==> src/hw/rtl/ffba_pkg.sv <==
package ffba_pkg;

   // Field widths fixed by the interface
   localparam int ADDR_W = 16;
   localparam int LEN_W  = 17;

   // Operation codes
   localparam logic [1:0] OP_ALLOC = 2'd0;
   localparam logic [1:0] OP_FREE  = 2'd1;
   localparam logic [1:0] OP_QUERY = 2'd2;

   // Result status codes
   localparam logic [1:0] STAT_DONE     = 2'd0;
   localparam logic [1:0] STAT_NO_FIT   = 2'd1;
   localparam logic [1:0] STAT_BAD_ADDR = 2'd2;

   // Sequencer states, also broadcast to the cells as the current phase
   localparam logic [3:0] ST_INIT    = 4'd0;
   localparam logic [3:0] ST_IDLE    = 4'd1;
   localparam logic [3:0] ST_SEARCH  = 4'd2;
   localparam logic [3:0] ST_ALLOC   = 4'd3;
   localparam logic [3:0] ST_MARK    = 4'd4;
   localparam logic [3:0] ST_MERGE_N = 4'd5;
   localparam logic [3:0] ST_MERGE_P = 4'd6;
   localparam logic [3:0] ST_SUM     = 4'd7;
   localparam logic [3:0] ST_OUT     = 4'd8;

   typedef struct packed {
      logic [1:0]  operation;
      logic [15:0] request_bytes;
      logic [2:0]  align_log2;
      logic [15:0] block_address;
   } ffba_req_type;

   typedef struct packed {
      logic [1:0]  status;
      logic [15:0] address;
      logic [16:0] largest_free;
      logic [16:0] total_free;
   } ffba_rsp_type;

   // One block of the heap, held by one cell
   typedef struct packed {
      logic              vld;
      logic              used;
      logic [ADDR_W-1:0] start;
      logic [LEN_W-1:0]  len;
   } ffba_entry_type;

   // Running free-space figures rippling down the chain
   typedef struct packed {
      logic [LEN_W-1:0]  largest;
      logic [LEN_W-1:0]  total;
      logic [ADDR_W-1:0] address;
   } ffba_acc_type;

   // Broadcast from the sequencer to every cell
   typedef struct packed {
      logic [3:0]        phase;
      logic              alloc_op;
      logic [LEN_W-1:0]  size;
      logic [ADDR_W-1:0] addr;
      logic              found;
      logic              split;
      logic              merge;
      ffba_entry_type    init_ent;
   } ffba_cmd_type;

   // Status from each cell back to the sequencer
   typedef struct packed {
      logic hit;
      logic stop;
      logic split;
      logic nfree;
      logic pfree;
   } ffba_flag_type;

endpackage

==> src/hw/rtl/ffba_cell.sv <==
module ffba_cell
   import ffba_pkg::*;
#(
   parameter int OverheadBytes = 16
) (
   input  logic           clock,
   input  logic           reset,
   input  logic           head,
   input  ffba_cmd_type   cmd,
   input  ffba_entry_type left_ent,
   input  logic           left_tok,
   input  ffba_acc_type   left_acc,
   input  ffba_entry_type right_ent,
   input  logic           right_tok,
   output ffba_entry_type ent,
   output logic           tok,
   output ffba_acc_type   acc,
   output ffba_flag_type  flag
);

   localparam logic [LEN_W-1:0] OV = LEN_W'(OverheadBytes);

   ffba_entry_type ent_ff, ent_in;
   logic           tok_ff, tok_in;
   logic           pre_ff, pre_in;
   ffba_acc_type   acc_ff, acc_in;

   logic             after;
   logic             is_free;
   logic [LEN_W-1:0] rest;

   assign after   = !pre_ff && !tok_ff;
   assign is_free = ent_ff.vld && !ent_ff.used;
   assign rest    = ent_ff.len - cmd.size;

   // Report local match and neighbor status at the token
   always_comb begin
      flag.hit   = tok_ff && (cmd.alloc_op ? (is_free && ent_ff.len >= cmd.size)
                                           : (ent_ff.vld && ent_ff.used
                                              && ent_ff.start == cmd.addr));
      flag.stop  = tok_ff && !ent_ff.vld;
      flag.split = tok_ff && (rest > OV);
      flag.nfree = tok_ff && right_ent.vld && !right_ent.used;
      flag.pfree = tok_ff && left_ent.vld && !left_ent.used;
   end

   // Update the held block for the current phase
   always_comb begin
      ent_in = ent_ff;
      tok_in = tok_ff;
      pre_in = pre_ff;
      case (cmd.phase)
         ST_INIT: begin
            ent_in = head ? cmd.init_ent : '0;
            tok_in = head;
            pre_in = 1'b0;
         end
         ST_IDLE: begin
            tok_in = head;
            pre_in = 1'b0;
         end
         ST_SEARCH: begin
            if (!cmd.found) begin
               tok_in = left_tok;
               pre_in = pre_ff | tok_ff;
            end
         end
         ST_ALLOC: begin
            if (tok_ff) begin
               ent_in.used = 1'b1;
               if (cmd.split) begin
                  ent_in.len = cmd.size;
               end
            end else if (cmd.split && left_tok) begin
               ent_in.vld   = 1'b1;
               ent_in.used  = 1'b0;
               ent_in.start = left_ent.start + ADDR_W'(cmd.size) + ADDR_W'(OV);
               ent_in.len   = left_ent.len - cmd.size - OV;
            end else if (cmd.split && after) begin
               ent_in = left_ent;
            end
         end
         ST_MARK: begin
            if (tok_ff) begin
               ent_in.used = 1'b0;
            end
         end
         ST_MERGE_N: begin
            if (cmd.merge) begin
               if (tok_ff) begin
                  ent_in.len = ent_ff.len + OV + right_ent.len;
               end else if (after) begin
                  ent_in = right_ent;
               end
            end
         end
         ST_MERGE_P: begin
            if (cmd.merge) begin
               if (right_tok) begin
                  ent_in.len = ent_ff.len + OV + right_ent.len;
               end else if (tok_ff || after) begin
                  ent_in = right_ent;
               end
            end
         end
         default: begin
         end
      endcase
   end

   // Ripple free-space figures and the token's address down the chain
   always_comb begin
      acc_in.largest = (is_free && ent_ff.len > left_acc.largest) ? ent_ff.len
                                                                  : left_acc.largest;
      acc_in.total   = left_acc.total + (is_free ? ent_ff.len : '0);
      acc_in.address = left_acc.address | ((tok_ff && ent_ff.vld) ? ent_ff.start : '0);
   end

   always_ff @(posedge clock) begin
      if (reset) begin
         tok_ff <= 1'b0;
         pre_ff <= 1'b0;
      end else begin
         tok_ff <= tok_in;
         pre_ff <= pre_in;
      end
      ent_ff <= ent_in;
      acc_ff <= acc_in;
   end

   assign ent = ent_ff;
   assign tok = tok_ff;
   assign acc = acc_ff;

endmodule

==> config.mk <==
export PLATFORM = sky130hd
export DESIGN_NAME = ffba_cell
export DESIGN_NICKNAME = d
export VERILOG_FILES = /design/src/hw/rtl/ffba_pkg.sv /design/src/hw/rtl/ffba_cell.sv
export SDC_FILE = /design/constraint.sdc
export NUM_CORES = 1
export LEC_CHECK = 0
export BUFFER_PORTS_ARGS = -buffer_cell sky130_fd_sc_hd__buf_4
export CORE_ASPECT_RATIO = 1.75
export CORE_MARGIN = 2
export CORE_UTILIZATION = 40
export CTS_BUF_LIST = sky130_fd_sc_hd__clkbuf_16
export DETAILED_ROUTE_END_ITERATION = 16
export PLACE_DENSITY_LB_ADDON = 0.25
export SETUP_SLACK_MARGIN = 0.2
export SLEW_MARGIN = 20
export SYNTH_ARGS = -nofsm -noshare
export SYNTH_HDL_FRONTEND = slang
export SYNTH_SLANG_ARGS = --single-unit
==> constraint.sdc <==
create_clock -name clock -period 5.6 [get_ports clock]
set_input_delay 1.4 -clock clock [delete_from_list [all_inputs] [get_ports clock]]
set_output_delay 1.4 -clock clock [all_outputs]
set_load 0.01 [all_outputs]
======== Yosys cells after proc, flatten, opt, wreduce, memory -nomap -nowiden ========
Index checks and enable logic that the tools add are counted.
W data, S select, Z words.
storage, ports and cells
  latch bits .............................. 0
  bits in writable memories ............... 0
  logic and storage cells ................. 103
  bits of input ports ..................... 201
  ROM bits ................................ 0
  memories kept ........................... 0
  register bits after elaboration ......... 87
cells by class
  divide/modulo/power cells ............... 0
  bitwise logic cells ..................... 2
  shift-type cells ........................ 0
  equality and inequality tests ........... 21
  reductions and logical operators ........ 32
  multiply operators ...................... 0
  $add $sub $neg .......................... 8
  mux-type cells .......................... 28
  magnitude comparators ................... 3
operators with widths
  operator                 number
  $mux W35                 7
  $pmux W33 S4             1
  $mux W17                 6
  $mux W18                 2
  $add A17 B17 Y17         2
  $sub A17 B17 Y17         2
  $mux W16                 2
  $ne A2 B2 Y1 const B     9
  $reduce_and A9 Y1        2
  $add A17 B5 Y17 const B  1
  $ge A17 B17 Y1           1
  $gt A17 B17 Y1           1
  $gt A17 B5 Y1 const B    1
  $sub A17 B5 Y17 const B  1
  $add A16 B16 Y16         1
  $add A16 B5 Y16 const B  1
  $eq A16 B16 Y1           1
  $logic_and A1 B1 Y1      16
  $or A16 B16 Y16          1
  $eq A4 B3 Y1 const B     3
  $ne A3 B3 Y1 const B     4
  $eq A4 B2 Y1 const B     2
  $reduce_and A7 Y1        1
  $logic_not A1 Y1         6
  other kinds (14)         20

======== Logic depth before layout (Yosys ltp) ========
  depth in word-level cells ............... 7
  gate-level depth with buffers ........... 14

======== Least setup slack after synthesis ========
No wires, ideal clock.
  kind .................................... input to register
  from .................................... input port cmd[72] (netlist bit)
  to ...................................... register ent_ff (netlist bit ent[0]) (enable)
  data required time ...................... 5115 ps
  arrival ................................. 4710 ps
  stages .................................. 6
  setup slack ............................. 405 ps
  path through ............................ buf_2 -> nand2b_1 -> nor2_1 -> o21ai_0 -> a211oi_1 -> a2111oi_0
on the way
  cells in the longest elaborated chain, start to end .. 3
RTL lines
  item                                            line              source
  start, declared                                 ffba_cell.sv:9    input ffba_cmd_type cmd,
  $eq A4 B2 Y1 (tied with other cells)            ffba_cell.sv:52   case (cmd.phase)
  $ne A4 B4 Y1 (no line) (tied with other cells)  -
  $reduce_and A7 Y1 (no line) (*)                 -
  end signal, assigned                            ffba_cell.sv:127  ent_ff <= ent_in;
  end, declared                                   ffba_cell.sv:23   ffba_entry_type ent_ff, ent_in;
Mark *: on every way between the ends. The rest lies on a longest branch, timed or not.
A chain may end at the register's enable or synchronous reset.

==> impl_metrics.yaml <==
yosys:
  synth_edf_count: 35
  synth_mux_area_frac: 0.00662
  synth_top_family_by_area: "compound AO/OA/AOI/OAI gates"
  syn-mean-instance-area_um2: 8.26
  synth_compound_gate_area_share: 0.276
  synth_fa_ha_area_frac: 0.203
  ys_warn_count: 0
  yosys.area_share.xor_xnor: 0.0608
  yosys.area_share.simple: 0.159
  synth_seq_cells: 87
  yosysSeqAreaShare: 0.231
  syn_area_um2: 9070
  ys.flop_type: "dfxtp_1"
  async_flop_share: 0
  synth_nets: 1444
  syn_inst: 1098
  yosys.cell_types.count: 68
placement:
  port_buffers: 291
  gp_congestion: 0.942
  dp_slack_ns: 0.282
  post_dp_cell_area_um2: 11600
  dp_hpwl_um: 27500
grt:
  busiest_layer: "met2"
  grt_start_max_net_pins: 42
  grtUsageMet2: 0.532
  antenna_found_initial: 0
  use_met3: 0.0372
  grt_pass1_wl_um: 50900
  grtUsageTotal: 0.271
  grt_overflow: 0
  grtUsageMet1: 0.257
  first_global_vias: 9942
cts:
  cts.clk_slew.worst_paths_ns: 0.07
  htreeDepth: 3
  cts_hold_buffers: 0
  cts_root_buf: "clkbuf_16"
  cts_inserted_buffers: 9
  cts_tree: "yes"
  cts_setup_buffers: 0
  ctsResizeCount: 0
  clockBufferDepth: 2
  clk_latency_ns: 0.37
  cts.sinks: 87
run_status:
  status: "completed"
cells_and_area:
  area.growth.synth_to_final_pct: 30.9
  multiInputGateArea_um2: 6420
  fin_nets: 1719
  drive_gt1_frac: 0.247
  finalInstanceArea_um2: 11900
  n_antenna_cell: 0
  seq_area_um2: 2090
  fillers: 2149
timing:
  rsz0062_at_grt: "no"
  setup_viol: 0
  fmax_mhz: 187
  fin_crit_ns: 5.34
  layout_worst_path_cycle_share: 0.953
  finalHoldViolCount: 0
  setup-tns-final_ns: 0
  drv_slew: 0
  worst_slack_ns: 0.265
  slew_headroom: 0.235
  fin_skew_ns: 0.0199
  worst_slew_pin_slew_ns: 1.14
hold_path:
  min_delay_path_depth: 1
  holdPathEnd: "acc[1]"
  hold_class: "flip-flop to flip-flop"
  min_from: "ent[18]"
worst_setup_path:
  slowest_stage: "o31a_1"
  required_ns: 4.20
  rrSetupSlack_ns: 2.16
  path_max_fanout: 4
  endpoint_kind: "output pin"
  r2r-end: "acc[32]"
  cp.arrival_ns: 3.94
  crit_type: "input pin to output pin"
  path_cells: "buf_4 > inv_1 > ha_1 > nor2b_4 > o31a_1 > or2_1 > o311ai_0 > nor4b_2 > nand4_1 > o31a_1 > buf_4"
  r2r_cells: 14
  critPathMaxStageDelay_ns: 0.38
  r2r_start: "ent[33]"
  crit_path_start_kind: "input pin"
routing:
  drc: 0
  wl_um: 33400
  first_iter_violations: 735
  wl_per_cell_um: 19.9
  avgViaCountPerCell: 5.84
  first_pass_iters: 7
  ant_nets: 0
  vias: 9775
pwr:
  powerDensity_nw_per_um2: 200
  power_w: 0.00237
  p_leak_nw: 5.73
  vdd_ir_drop_max_mv: 0.139
floorplan:
  fp.dieW_um: 118
  rows: 72
  core-area_um2: 22200
  die_h_um: 203
  pin_count: 292
  initial_utilization: 0.409
  die-area_um2: 23900
flow_run:
  maxCapViolations: 0
per-layer routing:
layer  share of wire  up-vias
met4           0.064        0
met5               0        -
li1                -     4645
met1            0.34     4603
met3           0.054      104
met2            0.55      423
critical path: cells and delay by family:
| family | cells | cell delay, ns |
|---|---|---|
| AO/OA/AOI/OAI | 3 | 0.99 |
| adder cells (fa/ha/maj) | 1 | 0.31 |
| buffers and inverters | 3 | 0.34 |
| AND/OR/NAND/NOR | 4 | 0.90 |
Yosys cell counts, types with 6 or more instances:
master / count / area share
a211oi_1: 11 / 0.0091
nand2_1: 53 / 0.022
nor2b_1: 13 / 0.0090
a221o_1: 6 / 0.0066
a222oi_1: 20 / 0.022
ha_1: 141 / 0.19
a21o_1: 38 / 0.031
mux2i_1: 6 / 0.0066
nand3_1: 34 / 0.019
o21bai_1: 7 / 0.0058
and2_1: 21 / 0.014
o21ai_0: 69 / 0.038
xnor2_1: 32 / 0.031
or3_1: 6 / 0.0041
a21oi_1: 73 / 0.040
nand4_1: 22 / 0.015
o31ai_1: 13 / 0.011
a22oi_1: 25 / 0.021
buf_2: 7 / 0.0039
a31oi_1: 12 / 0.0083
edfxtp_1: 35 / 0.12
o211ai_1: 29 / 0.024
o21a_1: 8 / 0.0066
xor2_1: 31 / 0.030
inv_1: 112 / 0.046
nand2b_1: 12 / 0.0083
dfxtp_1: 52 / 0.11
nor2_1: 67 / 0.028
nor3_1: 28 / 0.015
nor4_1: 8 / 0.0055
clkbuf_1: 29 / 0.012
where the power goes:
part,total (W),internal [W],switching (W)
Combinational,0.000989,0.000462,0.000527
Clock,0.000619,0.000314,0.000305
Sequential,0.000760,0.000720,0.0000402
area by class of cell:
type | instances | share of cell area
timing repair buffer | 303 | 0.192
inverter | 112 | 0.0354
tap | 296 | 0.0312
clock inverter | 7 | 0.00580
clock buffer | 9 | 0.0190
sequential | 87 | 0.176
multi-input combinational | 860 | 0.541
through the flow:
step	instances	utilization	hold WS [ns]
4_1_cts	1674	0.536	0.562
5_1_grt	1674	0.536	0.571
3_5_place_dp	1658	0.522	0.536
6_report	1674	0.536	0.560
3_3_place_gp	1658	0.522	0.538
2_1_floorplan	1098	-	0.526
layout by cell type, fill, tap and decap left out, types with 29 or more instances in the layout:
cell type	instances
buf_4	303
ha_1	141
inv_1	112
a21oi_1	73
o21ai_0	69
nor2_1	65
nand2_1	53
dfxtp_1	52
a21o_1	38
edfxtp_1	35
nand3_1	34
xnor2_1	32
xor2_1	31
o211ai_1	29
registers in the layout (all words and copies together), names as in the netlist:
| signal | cells |
|---|---|
| acc | 50 |
| pre_ff | 1 |
| tok | 1 |
| ent | 35 |
logic make-up (layout without fill, tap and decap cells):
kind of cell    after synthesis  count (layout)
xor+xnor                     63              63
simple gates                286             286
compound gates              360             360
buf+inv                     151             431
mux                           6               6
flops                        87              87
fa+ha+maj                   145             145
worst max path at each step:
stage | startpoint | end | slack (ns) | depth (start not counted)
final | cmd[55] | flag[2] | 0.26 | 11
after global routing | cmd[55] | flag[2] | 0.21 | 11
after detailed placement | cmd[55] | flag[2] | 0.28 | 11
after floorplan | cmd[72] | ent[0] | 0.41 | 6
after CTS | cmd[55] | flag[2] | 0.28 | 11
after global placement | cmd[55] | flag[2] | 0.34 | 12
Power figures use the tool's default switching activity.
